`src/design/arsf_pkg.sv`:
```
package arsf_pkg;

	localparam int RESIDUAL_TAPS_DEF = 3;

	localparam int SAMPLE_W  = 16;
	localparam int LEVEL_W   = 40;
	localparam int TOTAL_W   = 42;
	localparam int RATIO_W   = 25;
	localparam int ACT_W     = 32;
	localparam int CFG_IDX_W = 2;
	localparam int CFG_W     = 16;

	// serial divider: residual total magnitude over a 16-bit divisor
	localparam int DIV_DW = 42;
	localparam int DIV_SW = 16;
	localparam int DIV_CW = $clog2(DIV_DW + 1);

	// serial multiplier: 42-bit multiplicand, 25-bit multiplier
	localparam int MUL_AW = 42;
	localparam int MUL_BW = 25;
	localparam int MUL_PW = MUL_AW + MUL_BW;

	localparam logic [CFG_IDX_W-1:0] REG_RANGE     = 2'd0;
	localparam logic [CFG_IDX_W-1:0] REG_THRESHOLD = 2'd1;
	localparam logic [CFG_IDX_W-1:0] REG_GAIN      = 2'd2;
	localparam logic [CFG_IDX_W-1:0] REG_DIVISOR   = 2'd3;

	localparam logic [15:0] RANGE_RST     = 16'd1000;
	localparam logic [13:0] THRESHOLD_RST = 14'd500;
	localparam logic [15:0] GAIN_RST      = 16'd13107;
	localparam logic [7:0]  DIVISOR_RST   = 8'd20;

	localparam logic [15:0] TEN_K = 16'd10000;

	typedef enum logic [1:0] {
		DIV_RANGE = 2'd0,
		DIV_TENK  = 2'd1,
		DIV_CORR  = 2'd2
	} div_sel_t;

	typedef enum logic [1:0] {
		MUL_GAIN   = 2'd0,
		MUL_SAMPLE = 2'd1,
		MUL_TENK   = 2'd2,
		MUL_RATIO  = 2'd3
	} mul_sel_t;

	typedef struct packed {
		logic     load_in;
		logic     div_start;
		div_sel_t div_sel;
		logic     mul_start;
		mul_sel_t mul_sel;
		logic     latch_act;
		logic     latch_ratio;
		logic     latch_lvl;
		logic     update_hist;
		logic     commit;
	} dp_cmd_t;

	typedef struct packed {
		logic div_busy;
		logic mul_busy;
	} dp_stat_t;

endpackage

```
`src/design/arsf_div.sv`:
```
module arsf_div #(
	parameter int DW = arsf_pkg::DIV_DW,
	parameter int SW = arsf_pkg::DIV_SW
) (
	input  logic                     clk,
	input  logic                     arst_n,
	input  logic                     start,
	input  logic [$clog2(DW+1)-1:0]  count,
	input  logic [DW-1:0]            dividend,
	input  logic [SW-1:0]            divisor,
	output logic                     busy,
	output logic [DW-1:0]            quotient
);
	localparam int CW = $clog2(DW + 1);

	logic [DW-1:0] quo_q;
	logic [SW-1:0] rem_q;
	logic [SW-1:0] dvs_q;
	logic [CW-1:0] cnt_q;
	logic [SW:0]   rem_sh;
	logic [SW:0]   rem_sub;
	logic [CW-1:0] shamt;

	assign shamt   = CW'(DW) - count;
	assign rem_sh  = {rem_q, quo_q[DW-1]};
	assign rem_sub = rem_sh - {1'b0, dvs_q};

	always_ff @(posedge clk or negedge arst_n) begin
		if (!arst_n) begin
			cnt_q <= '0;
		end else if (start) begin
			cnt_q <= count;
		end else if (cnt_q != '0) begin
			cnt_q <= cnt_q - 1'b1;
		end
	end

	// restoring division, one quotient bit a cycle
	always_ff @(posedge clk) begin
		if (start) begin
			quo_q <= dividend << shamt;
			rem_q <= '0;
			dvs_q <= divisor;
		end else if (cnt_q != '0) begin
			if (rem_sh >= {1'b0, dvs_q}) begin
				rem_q <= rem_sub[SW-1:0];
				quo_q <= {quo_q[DW-2:0], 1'b1};
			end else begin
				rem_q <= rem_sh[SW-1:0];
				quo_q <= {quo_q[DW-2:0], 1'b0};
			end
		end
	end

	assign busy     = (cnt_q != '0);
	assign quotient = quo_q;

endmodule

```
`src/design/arsf_mul.sv`:
```
module arsf_mul #(
	parameter int AW = arsf_pkg::MUL_AW,
	parameter int BW = arsf_pkg::MUL_BW
) (
	input  logic             clk,
	input  logic             arst_n,
	input  logic             start,
	input  logic [AW-1:0]    a,
	input  logic [BW-1:0]    b,
	output logic             busy,
	output logic [AW+BW-1:0] product
);
	localparam int CW = $clog2(BW + 1);

	logic [AW+BW-1:0] prod_q;
	logic [AW-1:0]    a_q;
	logic [CW-1:0]    cnt_q;
	logic [AW:0]      sum;

	assign sum = {1'b0, prod_q[AW+BW-1:BW]} + (prod_q[0] ? {1'b0, a_q} : '0);

	always_ff @(posedge clk or negedge arst_n) begin
		if (!arst_n) begin
			cnt_q <= '0;
		end else if (start) begin
			cnt_q <= CW'(BW);
		end else if (cnt_q != '0) begin
			cnt_q <= cnt_q - 1'b1;
		end
	end

	// shift-add, multiplier bits consumed lsb first
	always_ff @(posedge clk) begin
		if (start) begin
			prod_q <= {{AW{1'b0}}, b};
			a_q    <= a;
		end else if (cnt_q != '0) begin
			prod_q <= {sum, prod_q[BW-1:1]};
		end
	end

	assign busy    = (cnt_q != '0);
	assign product = prod_q;

endmodule

```
`src/design/arsf_ctrl.sv`:
```
module arsf_ctrl (
	input  logic               clk,
	input  logic               arst_n,
	input  logic               in_valid,
	output logic               in_stall,
	output logic               out_valid,
	input  logic               out_stall,
	input  arsf_pkg::dp_stat_t stat,
	output arsf_pkg::dp_cmd_t  cmd
);
	import arsf_pkg::*;

	typedef enum logic [12:0] {
		S_IDLE = 13'b0000000000001,
		S_DIV1 = 13'b0000000000010,
		S_MUL1 = 13'b0000000000100,
		S_MUL2 = 13'b0000000001000,
		S_DIV2 = 13'b0000000010000,
		S_POW  = 13'b0000000100000,
		S_MUL3 = 13'b0000001000000,
		S_RAT  = 13'b0000010000000,
		S_MUL4 = 13'b0000100000000,
		S_RES  = 13'b0001000000000,
		S_TOT  = 13'b0010000000000,
		S_DIV3 = 13'b0100000000000,
		S_DONE = 13'b1000000000000
	} state_t;

	state_t state_q, state_d;
	logic   out_valid_q;
	logic   out_take;

	assign in_stall  = (state_q != S_IDLE);
	assign out_valid = out_valid_q;
	assign out_take  = out_valid_q && !out_stall;

	always_comb begin
		state_d = state_q;
		cmd     = '0;
		cmd.div_sel = DIV_RANGE;
		cmd.mul_sel = MUL_GAIN;
		unique case (state_q)
			S_IDLE: begin
				if (in_valid) begin
					cmd.load_in   = 1'b1;
					cmd.div_start = 1'b1;
					cmd.div_sel   = DIV_RANGE;
					state_d       = S_DIV1;
				end
			end
			S_DIV1: begin
				if (!stat.div_busy) begin
					cmd.mul_start = 1'b1;
					cmd.mul_sel   = MUL_GAIN;
					state_d       = S_MUL1;
				end
			end
			S_MUL1: begin
				if (!stat.mul_busy) begin
					cmd.mul_start = 1'b1;
					cmd.mul_sel   = MUL_SAMPLE;
					state_d       = S_MUL2;
				end
			end
			S_MUL2: begin
				if (!stat.mul_busy) begin
					cmd.div_start = 1'b1;
					cmd.div_sel   = DIV_TENK;
					state_d       = S_DIV2;
				end
			end
			S_DIV2: begin
				if (!stat.div_busy) begin
					cmd.latch_act = 1'b1;
					state_d       = S_POW;
				end
			end
			S_POW: begin
				cmd.mul_start = 1'b1;
				cmd.mul_sel   = MUL_TENK;
				state_d       = S_MUL3;
			end
			S_MUL3: begin
				if (!stat.mul_busy) begin
					cmd.latch_ratio = 1'b1;
					state_d         = S_RAT;
				end
			end
			S_RAT: begin
				cmd.mul_start = 1'b1;
				cmd.mul_sel   = MUL_RATIO;
				state_d       = S_MUL4;
			end
			S_MUL4: begin
				if (!stat.mul_busy) begin
					cmd.latch_lvl = 1'b1;
					state_d       = S_RES;
				end
			end
			S_RES: begin
				cmd.update_hist = 1'b1;
				state_d         = S_TOT;
			end
			S_TOT: begin
				cmd.div_start = 1'b1;
				cmd.div_sel   = DIV_CORR;
				state_d       = S_DIV3;
			end
			S_DIV3: begin
				cmd.div_sel = DIV_CORR;
				if (!stat.div_busy) begin
					state_d = S_DONE;
				end
			end
			S_DONE: begin
				cmd.div_sel = DIV_CORR;
				// wait for the output register to free up
				if (!out_valid_q || !out_stall) begin
					cmd.commit = 1'b1;
					state_d    = S_IDLE;
				end
			end
			default: begin
				state_d = S_IDLE;
			end
		endcase
	end

	always_ff @(posedge clk or negedge arst_n) begin
		if (!arst_n) begin
			state_q     <= S_IDLE;
			out_valid_q <= 1'b0;
		end else begin
			state_q <= state_d;
			if (cmd.commit) begin
				out_valid_q <= 1'b1;
			end else if (out_take) begin
				out_valid_q <= 1'b0;
			end
		end
	end

endmodule

```
`src/design/arsf_dp.sv`:
```
module arsf_dp #(
	parameter int RESIDUAL_TAPS = arsf_pkg::RESIDUAL_TAPS_DEF
) (
	input  logic                                clk,
	input  logic                                arst_n,
	input  arsf_pkg::dp_cmd_t                   cmd,
	output arsf_pkg::dp_stat_t                  stat,
	input  logic [arsf_pkg::SAMPLE_W-1:0]       sample,
	input  logic                                cfg_we,
	input  logic [arsf_pkg::CFG_IDX_W-1:0]      cfg_index,
	input  logic [arsf_pkg::CFG_W-1:0]          cfg_data,
	output logic [arsf_pkg::SAMPLE_W-1:0]       filtered,
	output logic [arsf_pkg::RATIO_W-1:0]        blend_ratio,
	output logic [arsf_pkg::ACT_W-1:0]          activity
);
	import arsf_pkg::*;

	localparam int SUMW = LEVEL_W + $clog2(RESIDUAL_TAPS) + 1;
	localparam logic signed [47:0] POW_BIAS_Q16 = 48'sd1064866805 <<< 16;
	localparam logic signed [46:0] POW_SLOPE    = 47'sd27749387;
	localparam logic [31:0] ACT_HI = 32'd655360;
	localparam logic [31:0] ACT_LO = 32'd327680;
	localparam logic [RATIO_W-1:0] RATIO_ONE = 25'd16777216;
	// ceil(2^44 / 10000), exact for dividends below 10000 * 2^16
	localparam logic [30:0] RECIP_TENK = 31'd1759218605;

	function automatic logic signed [LEVEL_W-1:0] sat_level(input logic signed [47:0] v);
		logic signed [47:0] hi;
		logic signed [47:0] lo;
		hi = 48'sd549755813887;
		lo = -48'sd549755813888;
		if (v > hi) return LEVEL_W'(hi);
		else if (v < lo) return LEVEL_W'(lo);
		else return LEVEL_W'(v);
	endfunction

	function automatic logic signed [TOTAL_W-1:0] sat_total(input logic signed [47:0] v);
		logic signed [47:0] hi;
		logic signed [47:0] lo;
		hi = 48'sd2199023255551;
		lo = -48'sd2199023255552;
		if (v > hi) return TOTAL_W'(hi);
		else if (v < lo) return TOTAL_W'(lo);
		else return TOTAL_W'(v);
	endfunction

	// configuration
	logic [15:0] range_q;
	logic [13:0] thresh_q;
	logic [15:0] gain_q;
	logic [7:0]  idiv_q;

	always_ff @(posedge clk or negedge arst_n) begin
		if (!arst_n) begin
			range_q  <= RANGE_RST;
			thresh_q <= THRESHOLD_RST;
			gain_q   <= GAIN_RST;
			idiv_q   <= DIVISOR_RST;
		end else if (cfg_we) begin
			unique case (cfg_index)
				REG_RANGE:     range_q  <= cfg_data;
				REG_THRESHOLD: thresh_q <= cfg_data[13:0];
				REG_GAIN:      gain_q   <= cfg_data;
				REG_DIVISOR:   idiv_q   <= cfg_data[7:0];
				default:       ;
			endcase
		end
	end

	// filter state
	logic signed [LEVEL_W-1:0] level_q;
	logic signed [LEVEL_W-1:0] hist_q [RESIDUAL_TAPS];
	logic signed [SUMW-1:0]    raw_q;
	logic signed [TOTAL_W-1:0] total_q;

	// per-item working registers
	logic [SAMPLE_W-1:0]       samp_q;
	logic [29:0]               thr_prod_q;
	logic [MUL_AW-1:0]         dmag_q;
	logic                      neg_q;
	logic [ACT_W-1:0]          act_q;
	logic signed [46:0]        pow_s1;
	logic [RATIO_W-1:0]        ratio_q;
	logic signed [42:0]        lvl_q;

	logic [SAMPLE_W-1:0]       filtered_q;
	logic [RATIO_W-1:0]        blend_q;
	logic [ACT_W-1:0]          act_out_q;

	// shared units
	logic [DIV_DW-1:0] div_dividend;
	logic [DIV_SW-1:0] div_divisor;
	logic [DIV_CW-1:0] div_count;
	logic [DIV_DW-1:0] quot;
	logic              gdiv_start;
	logic              gdiv_busy;
	logic [MUL_AW-1:0] mul_a;
	logic [MUL_BW-1:0] mul_b;
	logic [MUL_PW-1:0] prod;
	logic              mul_busy;

	logic [TOTAL_W-1:0] tot_mag;
	logic [15:0]        range_eff;
	logic [7:0]         idiv_eff;

	assign tot_mag   = total_q[TOTAL_W-1] ? TOTAL_W'(-total_q) : TOTAL_W'(total_q);
	assign range_eff = (range_q == '0) ? 16'd1 : range_q;
	assign idiv_eff  = (idiv_q == '0) ? 8'd1 : idiv_q;

	assign div_dividend = tot_mag;
	assign div_count    = DIV_CW'(TOTAL_W);

	always_comb begin
		unique case (cmd.div_sel)
			DIV_RANGE: div_divisor = range_eff;
			default:   div_divisor = {8'd0, idiv_eff};
		endcase
	end

	always_comb begin
		unique case (cmd.mul_sel)
			MUL_GAIN: begin
				mul_a = quot[MUL_AW-1:0];
				mul_b = MUL_BW'(gain_q);
			end
			MUL_SAMPLE: begin
				mul_a = prod[MUL_AW+15:16];
				mul_b = MUL_BW'(samp_q);
			end
			MUL_TENK: begin
				mul_a = dmag_q;
				mul_b = MUL_BW'(TEN_K);
			end
			MUL_RATIO: begin
				mul_a = dmag_q;
				mul_b = ratio_q;
			end
			default: begin
				mul_a = dmag_q;
				mul_b = ratio_q;
			end
		endcase
	end

	assign gdiv_start = cmd.div_start && (cmd.div_sel != DIV_TENK);

	arsf_div #(
		.DW(DIV_DW),
		.SW(DIV_SW)
	) u_div (
		.clk     (clk),
		.arst_n  (arst_n),
		.start   (gdiv_start),
		.count   (div_count),
		.dividend(div_dividend),
		.divisor (div_divisor),
		.busy    (gdiv_busy),
		.quotient(quot)
	);

	arsf_mul #(
		.AW(MUL_AW),
		.BW(MUL_BW)
	) u_mul (
		.clk    (clk),
		.arst_n (arst_n),
		.start  (cmd.mul_start),
		.a      (mul_a),
		.b      (mul_b),
		.busy   (mul_busy),
		.product(prod)
	);

	// divide by ten thousand: long division in base 2^16, each digit by reciprocal:
	// a digit estimate is registered, then the remainder is updated from it
	logic [63:0] tk_x_q;
	logic [13:0] tk_rem_q;
	logic [29:0] tk_v_q;
	logic [15:0] tk_dig_q;
	logic [63:0] tk_quo_q;
	logic [3:0]  tk_cnt_q;
	logic        tk_start;
	logic        tk_busy;
	logic [29:0] tk_v;
	logic [59:0] tk_est;
	logic [29:0] tk_back;

	assign tk_start = cmd.div_start && (cmd.div_sel == DIV_TENK);
	assign tk_busy  = (tk_cnt_q != '0);
	assign tk_v     = {tk_rem_q, tk_x_q[63:48]};
	assign tk_est   = 60'(tk_v) * 60'(RECIP_TENK);
	assign tk_back  = 30'(tk_dig_q) * 30'(TEN_K);

	always_ff @(posedge clk or negedge arst_n) begin
		if (!arst_n) begin
			tk_cnt_q <= '0;
		end else if (tk_start) begin
			tk_cnt_q <= 4'd8;
		end else if (tk_busy) begin
			tk_cnt_q <= tk_cnt_q - 1'b1;
		end
	end

	always_ff @(posedge clk) begin
		if (tk_start) begin
			tk_x_q   <= {6'd0, prod[57:0]};
			tk_rem_q <= '0;
			tk_quo_q <= '0;
		end else if (tk_busy) begin
			if (!tk_cnt_q[0]) begin
				tk_v_q   <= tk_v;
				tk_dig_q <= tk_est[59:44];
				tk_x_q   <= {tk_x_q[47:0], 16'd0};
			end else begin
				tk_rem_q <= 14'(tk_v_q - tk_back);
				tk_quo_q <= {tk_quo_q[47:0], tk_dig_q};
			end
		end
	end

	assign stat.div_busy = gdiv_busy || tk_busy;
	assign stat.mul_busy = mul_busy;

	// distance from level at load
	logic signed [41:0] diff_in;
	assign diff_in = signed'(42'({10'd0, sample, 16'd0})) - 42'(level_q);

	// exponent and float-bit power of ten
	logic signed [20:0] b_exp;
	always_comb begin
		if (act_q >= ACT_HI) begin
			b_exp = '0;
		end else if (act_q <= ACT_LO) begin
			b_exp = -21'sd327680;
		end else begin
			b_exp = signed'({1'b0, act_q[19:0]}) - 21'sd655360;
		end
	end

	logic signed [47:0]  pow_sum;
	logic [30:0]         t_bits;
	logic [7:0]          t_exp;
	logic [23:0]         t_mant;
	logic [7:0]          shift;
	logic [RATIO_W-1:0]  ratio_pow;
	logic                jump;

	assign pow_sum = 48'(pow_s1) + POW_BIAS_Q16;
	assign t_bits  = pow_sum[46:16];
	assign t_exp   = t_bits[30:23];
	assign t_mant  = {1'b1, t_bits[22:0]};
	assign shift   = 8'd126 - t_exp;

	always_comb begin
		if (t_exp >= 8'd126) begin
			ratio_pow = RATIO_W'(t_mant);
		end else if (shift >= 8'd32) begin
			ratio_pow = '0;
		end else begin
			ratio_pow = RATIO_W'(t_mant >> shift[4:0]);
		end
	end

	assign jump = (prod >= MUL_PW'({thr_prod_q, 16'd0}));

	// blend step and residual
	logic [42:0]              step;
	logic signed [42:0]       lvl_new;
	logic signed [44:0]       res_full;
	logic signed [LEVEL_W-1:0] res_sat;
	logic signed [SUMW-1:0]   raw_new;
	logic signed [42:0]       corr;
	logic signed [47:0]       level_sum;
	logic signed [LEVEL_W-1:0] level_new;

	assign step    = prod[MUL_PW-1:24];
	assign lvl_new = neg_q ? (43'(level_q) - signed'(step)) : (43'(level_q) + signed'(step));
	assign res_full = signed'(45'({13'd0, samp_q, 16'd0})) - 45'(lvl_q);
	assign res_sat  = sat_level(48'(res_full));
	assign raw_new  = raw_q - SUMW'(hist_q[0]) + SUMW'(res_sat);

	// division rounds toward zero: apply sign to the magnitude quotient
	assign corr      = total_q[TOTAL_W-1] ? -signed'({1'b0, quot[41:0]})
	                                      : signed'({1'b0, quot[41:0]});
	assign level_sum = 48'(lvl_q) + 48'(corr);
	assign level_new = sat_level(level_sum);

	always_ff @(posedge clk) begin
		pow_s1 <= 47'(b_exp) * POW_SLOPE;
		if (cmd.load_in) begin
			samp_q     <= sample;
			thr_prod_q <= 30'(thresh_q) * 30'(sample);
			neg_q      <= diff_in[41];
			dmag_q     <= diff_in[41] ? MUL_AW'(-diff_in) : MUL_AW'(diff_in);
		end
		if (cmd.latch_act) begin
			act_q <= (tk_quo_q[63:ACT_W] != '0) ? '1 : tk_quo_q[ACT_W-1:0];
		end
		if (cmd.latch_ratio) begin
			ratio_q <= jump ? RATIO_ONE : ratio_pow;
		end
		if (cmd.latch_lvl) begin
			lvl_q <= lvl_new;
		end
		if (cmd.commit) begin
			blend_q   <= ratio_q;
			act_out_q <= act_q;
			if (level_new[LEVEL_W-1]) begin
				filtered_q <= '0;
			end else if (level_new[LEVEL_W-2:32] != '0) begin
				filtered_q <= '1;
			end else begin
				filtered_q <= level_new[31:16];
			end
		end
	end

	always_ff @(posedge clk or negedge arst_n) begin
		if (!arst_n) begin
			level_q <= '0;
			raw_q   <= '0;
			total_q <= '0;
			for (int i = 0; i < RESIDUAL_TAPS; i++) begin
				hist_q[i] <= '0;
			end
		end else begin
			if (cmd.update_hist) begin
				for (int i = 0; i < RESIDUAL_TAPS - 1; i++) begin
					hist_q[i] <= hist_q[i+1];
				end
				hist_q[RESIDUAL_TAPS-1] <= res_sat;
				raw_q   <= raw_new;
				total_q <= sat_total(48'(raw_new));
			end
			if (cmd.commit) begin
				level_q <= level_new;
			end
		end
	end

	assign filtered    = filtered_q;
	assign blend_ratio = blend_q;
	assign activity    = act_out_q;

endmodule

```
`src/design/adaptive_range_smoothing_filter_unit.sv`:
```
// adaptive range smoothing filter
//
// input channel: in_valid / in_stall with one 16-bit distance sample per beat.
// output channel: out_valid / out_stall with filtered level, blend ratio (Q1.24)
// and activity (Q16.16) per beat; every input beat gives exactly one output beat.
// configuration: cfg_we with cfg_index and cfg_data writes one register per edge;
// write only while no sample is in flight.
// one sample is processed at a time. the time per sample is spent mostly in the
// one-bit-a-cycle divider (two passes of 42 steps), the shift-add multiplier
// (four passes of 25 steps) and the divide by ten thousand.
// a finished result sits in the output register; the next sample is taken while
// it waits. if the receiver stalls, the following result holds inside the block
// and no new sample is taken until the output register frees up.
// reset clears level, residual history and totals and loads the register defaults
// (range 1000, threshold 500, gain 0.2, divisor 20).
module adaptive_range_smoothing_filter_unit #(
	parameter int RESIDUAL_TAPS = arsf_pkg::RESIDUAL_TAPS_DEF
) (
	input  logic                            clk,
	input  logic                            arst_n,
	input  logic                            in_valid,
	output logic                            in_stall,
	input  logic [arsf_pkg::SAMPLE_W-1:0]   sample,
	output logic                            out_valid,
	input  logic                            out_stall,
	output logic [arsf_pkg::SAMPLE_W-1:0]   filtered,
	output logic [arsf_pkg::RATIO_W-1:0]    blend_ratio,
	output logic [arsf_pkg::ACT_W-1:0]      activity,
	input  logic                            cfg_we,
	input  logic [arsf_pkg::CFG_IDX_W-1:0]  cfg_index,
	input  logic [arsf_pkg::CFG_W-1:0]      cfg_data
);
	import arsf_pkg::*;

	dp_cmd_t  cmd;
	dp_stat_t stat;

	arsf_ctrl u_ctrl (
		.clk      (clk),
		.arst_n   (arst_n),
		.in_valid (in_valid),
		.in_stall (in_stall),
		.out_valid(out_valid),
		.out_stall(out_stall),
		.stat     (stat),
		.cmd      (cmd)
	);

	arsf_dp #(
		.RESIDUAL_TAPS(RESIDUAL_TAPS)
	) u_dp (
		.clk        (clk),
		.arst_n     (arst_n),
		.cmd        (cmd),
		.stat       (stat),
		.sample     (sample),
		.cfg_we     (cfg_we),
		.cfg_index  (cfg_index),
		.cfg_data   (cfg_data),
		.filtered   (filtered),
		.blend_ratio(blend_ratio),
		.activity   (activity)
	);

endmodule
```
`config.mk`:
```
export PLATFORM = sky130hd
export DESIGN_NAME = adaptive_range_smoothing_filter_unit
export DESIGN_NICKNAME = d
export VERILOG_FILES = /design/src/design/arsf_pkg.sv /design/src/design/arsf_div.sv /design/src/design/arsf_mul.sv /design/src/design/arsf_ctrl.sv /design/src/design/arsf_dp.sv /design/src/design/adaptive_range_smoothing_filter_unit.sv
export SDC_FILE = /design/constraint.sdc
export NUM_CORES = 2
export LEC_CHECK = 0
export ABC_AREA = 1
export BUFFER_PORTS_ARGS = -buffer_cell sky130_fd_sc_hd__clkbuf_2
export CAP_MARGIN = 0
export CORE_MARGIN = 2
export CORE_UTILIZATION = 61
export CTS_BUF_LIST = sky130_fd_sc_hd__clkbuf_8
export CTS_CLUSTER_SIZE = 24
export DETAILED_ROUTE_END_ITERATION = 16
export HOLD_SLACK_MARGIN = 0.08
export PLACE_DENSITY_LB_ADDON = 0.15
export SLEW_MARGIN = 5
export SYNTH_ARGS = -nofsm -noshare
export SYNTH_HDL_FRONTEND = slang
export SYNTH_SLANG_ARGS = --single-unit
```
`constraint.sdc`:
```
create_clock -name clk -period 7 [get_ports clk]
set_clock_uncertainty 0.2 [all_clocks]
set_input_delay 0.35 -clock clk [delete_from_list [all_inputs] [get_ports clk]]
set_output_delay 0.35 -clock clk [all_outputs]
set_load 0.1 [all_outputs]
```
==> metrics.md <==
| Metric | Value |
|---|---|
| CTS tree | done |
| Worst setup path endpoint | u_dp.pow_s1[43] |
| Synth Instances | 11680 |
| RSZ-0062 raised after global routing | yes |
| Post-synth EDFFs | around 480 |
| Share of layout cells above drive strength 1 | 0.1187 |
| Synth Area in Simple Gates | 0.1839 |
| Mux share of post-synthesis cell area | 0 |
| Predominant post-synthesis flop cell | edfxtp_1 |
| Setup WS post-layout | -0.6746 ns |
| Filler cells | ~12000 |
| Hold Path Class | in -> reg |
| CTS root buf | clkbuf_8 |
| RePlAce Congestion | about 1.1 |
| Initial antenna violation count | 16 |
| Critical path origin | u_dp.act_q[10] |
| Xor/xnor share of the synthesized area | 0.04275 |
| CP required | ~7.7 ns |
| DP Worst Slack | -0.8078 ns |
| Worst Path Arrival | ~8.3 ns |
| Ports | ~110 |
| Vias in the first global route | approximately 85000 |
| Adder-Cell Fraction of Synth Area | 0.2950 |
| CTS sink count | ~980 |
| Die height | 397.5 um |
| HPWL after detailed placement | approximately 270 mm |
| Clock Latency Late Sink | roughly 0.97 ns |
| Maximum clock frequency | 130.3 MHz |
| Mapped Avg Cell Area | 8.084 um2 |
| Initial Utilization | 0.6139 |
| Clk slew on worst S/H paths | roughly 0.07 ns |
| Die W | slightly below 400 um |
| Synth-to-layout area growth | 14.29% |
| Final number of setup-violating endpoints | 28 |
| Placed instance area | approximately 100000 um2 |
| Max-cap viol count | 0 |
| WHS | approximately 0.14 ns |
| Drt pass-1 iters | 7 |
| Worst R2R Start | u_dp.act_q[10] |
| Placed cells | roughly 14000 |
| Max_slew headroom | 0.1750 |
| Netlist cell types | 66 |
| Largest incremental delay on the critical path | between 0.5 and 0.6 ns |
| Vias per cell | 5.873 |
| Flops & latches, synth | approximately 980 |
| Synth warn | 0 |
| WL final | about 340 mm |
| Post-synthesis sequential area ratio | 0.2749 |
| Port Buf Inserts | between 100 and 150 |
| CP max-delay cell | fa_2 |
| Global-route wire length before repair | 506.2 mm |
| Clk buf depth | 3 |
| Die area | 158000 um2 |
| Final ANT Viol Nets | 0 |
| FP Rows | roughly 140 |
| Max Slew Vio Count | 0 |
| Netlist Area Pre-Place | ~94000 um2 |
| Critical R2R Capture | u_dp.pow_s1[43] |
| Cell mode on critical path | inv_1 |
| Setup CP Type | reg -> reg |
| Largest family of logic cells by synthesized area | adder cells |
| Post-synthesis compound-gate area fraction | 0.09856 |
| Vias | ~86000 |
| Status | finished with violations |
| Reg2reg setup slack | -0.67 ns |
| # H-tree levels | 4 |
| Post-route cell area | ~110000 um2 |
| Multi-input gate area | roughly 60000 um2 |
| Register area | around 26000 um2 |
| Depth of the most critical reg-to-reg path | 35 |
| Ys async rst share | 0.3361 |
| Hold Fails Final Rpt | 0 |
| Initial DRC Count | 9091 |
| Final worst-path cycle share | 1.096 |
| Critical Path Fanout Max | 6 |
| Crit. End Element | register |
| Final nets | 14160 |
| Total track usage | 0.4280 |
| Total CTS buffers | between 150 and 200 |
| Failing checks | negative setup slack |
| Cell Count, Final, Fillers Out | approximately 15000 |
| Core area | between 150000 and 200000 um2 |
| Worst slew pin tran | roughly 1.2 ns |
| DRC | 0 |
| CP startpoint kind | register |
| Largest net degree at the start of global routing | 136 |
| Min Clock Period, post-route | ~7.7 ns |
| GR Overflow Total | 0 |
| Wire length per cell | ~23 um |
-- how the worst min path moves through the flow --
stage                         startpoint                    to  slack [ns]  cells after the start
global placement    u_dp.u_div.rem_q[15]  u_dp.u_div.rem_q[15]        0.25                      2
global route                  sample[10]       u_dp.samp_q[10]        0.11                      2
finish                        sample[10]       u_dp.samp_q[10]        0.14                      2
detailed placement       u_dp.hist_q[36]       u_dp.hist_q[36]        0.26                      2
CTS                         cfg_data[11]      u_dp.range_q[11]        0.09                      4
floorplan                         arst_n      u_ctrl.out_valid       -0.15                      0
-- Yosys cell counts (12+ instances only) --
cell | n | area (um2)
a211oi_1 | 14 | 105.1
a21oi_1 | 577 | 2888
nand2_1 | 2542 | 9542
o31ai_1 | 15 | 112.6
o21ai_0 | 712 | 3563
a22oi_1 | 37 | 277.8
nand3b_1 | 16 | 120.1
clkbuf_1 | 200 | 750.7
buf_1 | 14 | 52.55
buf_2 | 25 | 125.1
a21o_1 | 27 | 202.7
edfxtp_1 | 475 | 14260
nand3_1 | 441 | 2207
or2_2 | 32 | 200.2
dfxtp_1 | 173 | 3463
ha_1 | 939 | 11750
o21bai_1 | 36 | 270.3
nand4_1 | 125 | 782.0
o211ai_1 | 54 | 405.4
xnor2_1 | 148 | 1296
dfrtp_1 | 305 | 7632
nor3_1 | 105 | 525.5
o21a_1 | 43 | 322.8
nor4_1 | 69 | 431.7
dfstp_2 | 23 | 604.3
fa_1 | 805 | 16120
o221ai_1 | 42 | 367.9
xor2_1 | 313 | 2741
inv_1 | 2340 | 8783
a31oi_1 | 50 | 312.8
nor2_1 | 833 | 3127
inv_2 | 14 | 52.55
buf_4 | 12 | 90.09
-- layout make-up --
type / count / area share
antenna: 11 / 0.0002550
clock buffer: 210 / 0.02677
clock inverter: 115 / 0.009620
inverter: 2361 / 0.08220
multi-input combinational: 8095 / 0.5618
sequential: 976 / 0.2407
tap: 2044 / 0.02369
timing repair buffer: 773 / 0.05488
timing repair inverter: 1 / 0.00008113
-- per-layer routing --
metal  routed length [um]  track usage  part of all wire  vias up
met5                   35            0           0.00010        -
met4                28080       0.2777             0.082        6
met3                32580      0.08228             0.095     1209
met2               154100       0.6770              0.45     4829
met1               127500       0.5382              0.37    41060
li1                     -            -                 -    38570
-- stage by stage --
stage                     setup TNS [ns]    util
after CTS                         -3.781  0.6904
after global placement            -8.433  0.6555
after global routing              -13.47  0.7015
final                             -10.25  0.7016
after detailed placement          -12.85  0.6555
after floorplan                        0       -
-- flip-flops by register name (all words and copies together) (netlist names), 16 cells and up --
register             cells
u_dp.hist_q            120
u_dp.u_mul.product      67
u_dp.tk_quo_q           64
u_dp.tk_x_q             64
u_dp.lvl_q              43
u_dp.raw_q              43
u_dp.dmag_q             42
u_dp.total_q            42
u_dp.u_div.quotient     42
u_dp.u_mul.a_q          42
u_dp.level_q            40
u_dp.act_q              32
u_dp.activity           32
u_dp.pow_s1             31
u_dp.thr_prod_q         30
u_dp.blend_ratio        25
u_dp.ratio_q            25
u_dp.filtered           16
u_dp.gain_q             16
u_dp.range_q            16
u_dp.samp_q             16
u_dp.tk_dig_q           16
u_dp.u_div.dvs_q        16
u_dp.u_div.rem_q        16
-- worst max-delay path: cells and delay by family, from the launching register on --
kind	cells	cell delay (ns)
AOI/OAI and AO/OA	3	0.42
DFF	1	0.45
and+or+nand+nor	12	1.57
adders and majority gates	8	3.67
buffers and inverters	11	1.14
xor gates and xnor gates	1	0.16
-- timing repair --
| item | in CTS | in global routing |
|---|---|---|
| hold buffers | 49 | 0 |
| pin swaps | 88 | 170 |
| endpoints found under the hold margin | 325 | 0 |
| setup endpoints to repair | 43 | 87 |
| buffers inserted | 27 | 43 |
| resized for setup | 164 | 332 |
| cloned | 1 | 0 |
-- cells by family after synthesis --
family	after synthesis
xor gates and xnor gates	461
other	1
and+or+nand+nor	4222
adders and majority gates	1744
AOI/OAI and AO/OA	1666
DFF	976
buffers and inverters	2614
-- cells in the final DEF (no fill, tap or decap), types with 39 or more instances in the layout --
cell type	netlist	layout
nand2_1	2542	2501
inv_1	2340	2342
ha_1	939	868
nor2_1	833	778
fa_1	805	768
o21ai_0	712	675
buf_4	12	562
a21oi_1	577	525
edfxtp_1	475	475
nand3_1	441	430
xor2_1	313	307
dfrtp_1	305	305
clkbuf_8	0	210
dfxtp_1	173	155
xnor2_1	148	148
nand4_1	125	125
clkbuf_2	0	112
nor3_1	105	98
ha_4	0	59
nor4_1	69	58
inv_2	14	54
o211ai_1	54	54
a31oi_1	50	48
dlygate4sd3_1	0	48
o21a_1	43	43
nand2_2	10	41
buf_6	2	41
o221ai_1	42	40
a21oi_2	3	40
nor2_2	11	39
Power is not shown: default switching activity piles up to over one toggle a cycle in this logic, so the estimate is an artifact.
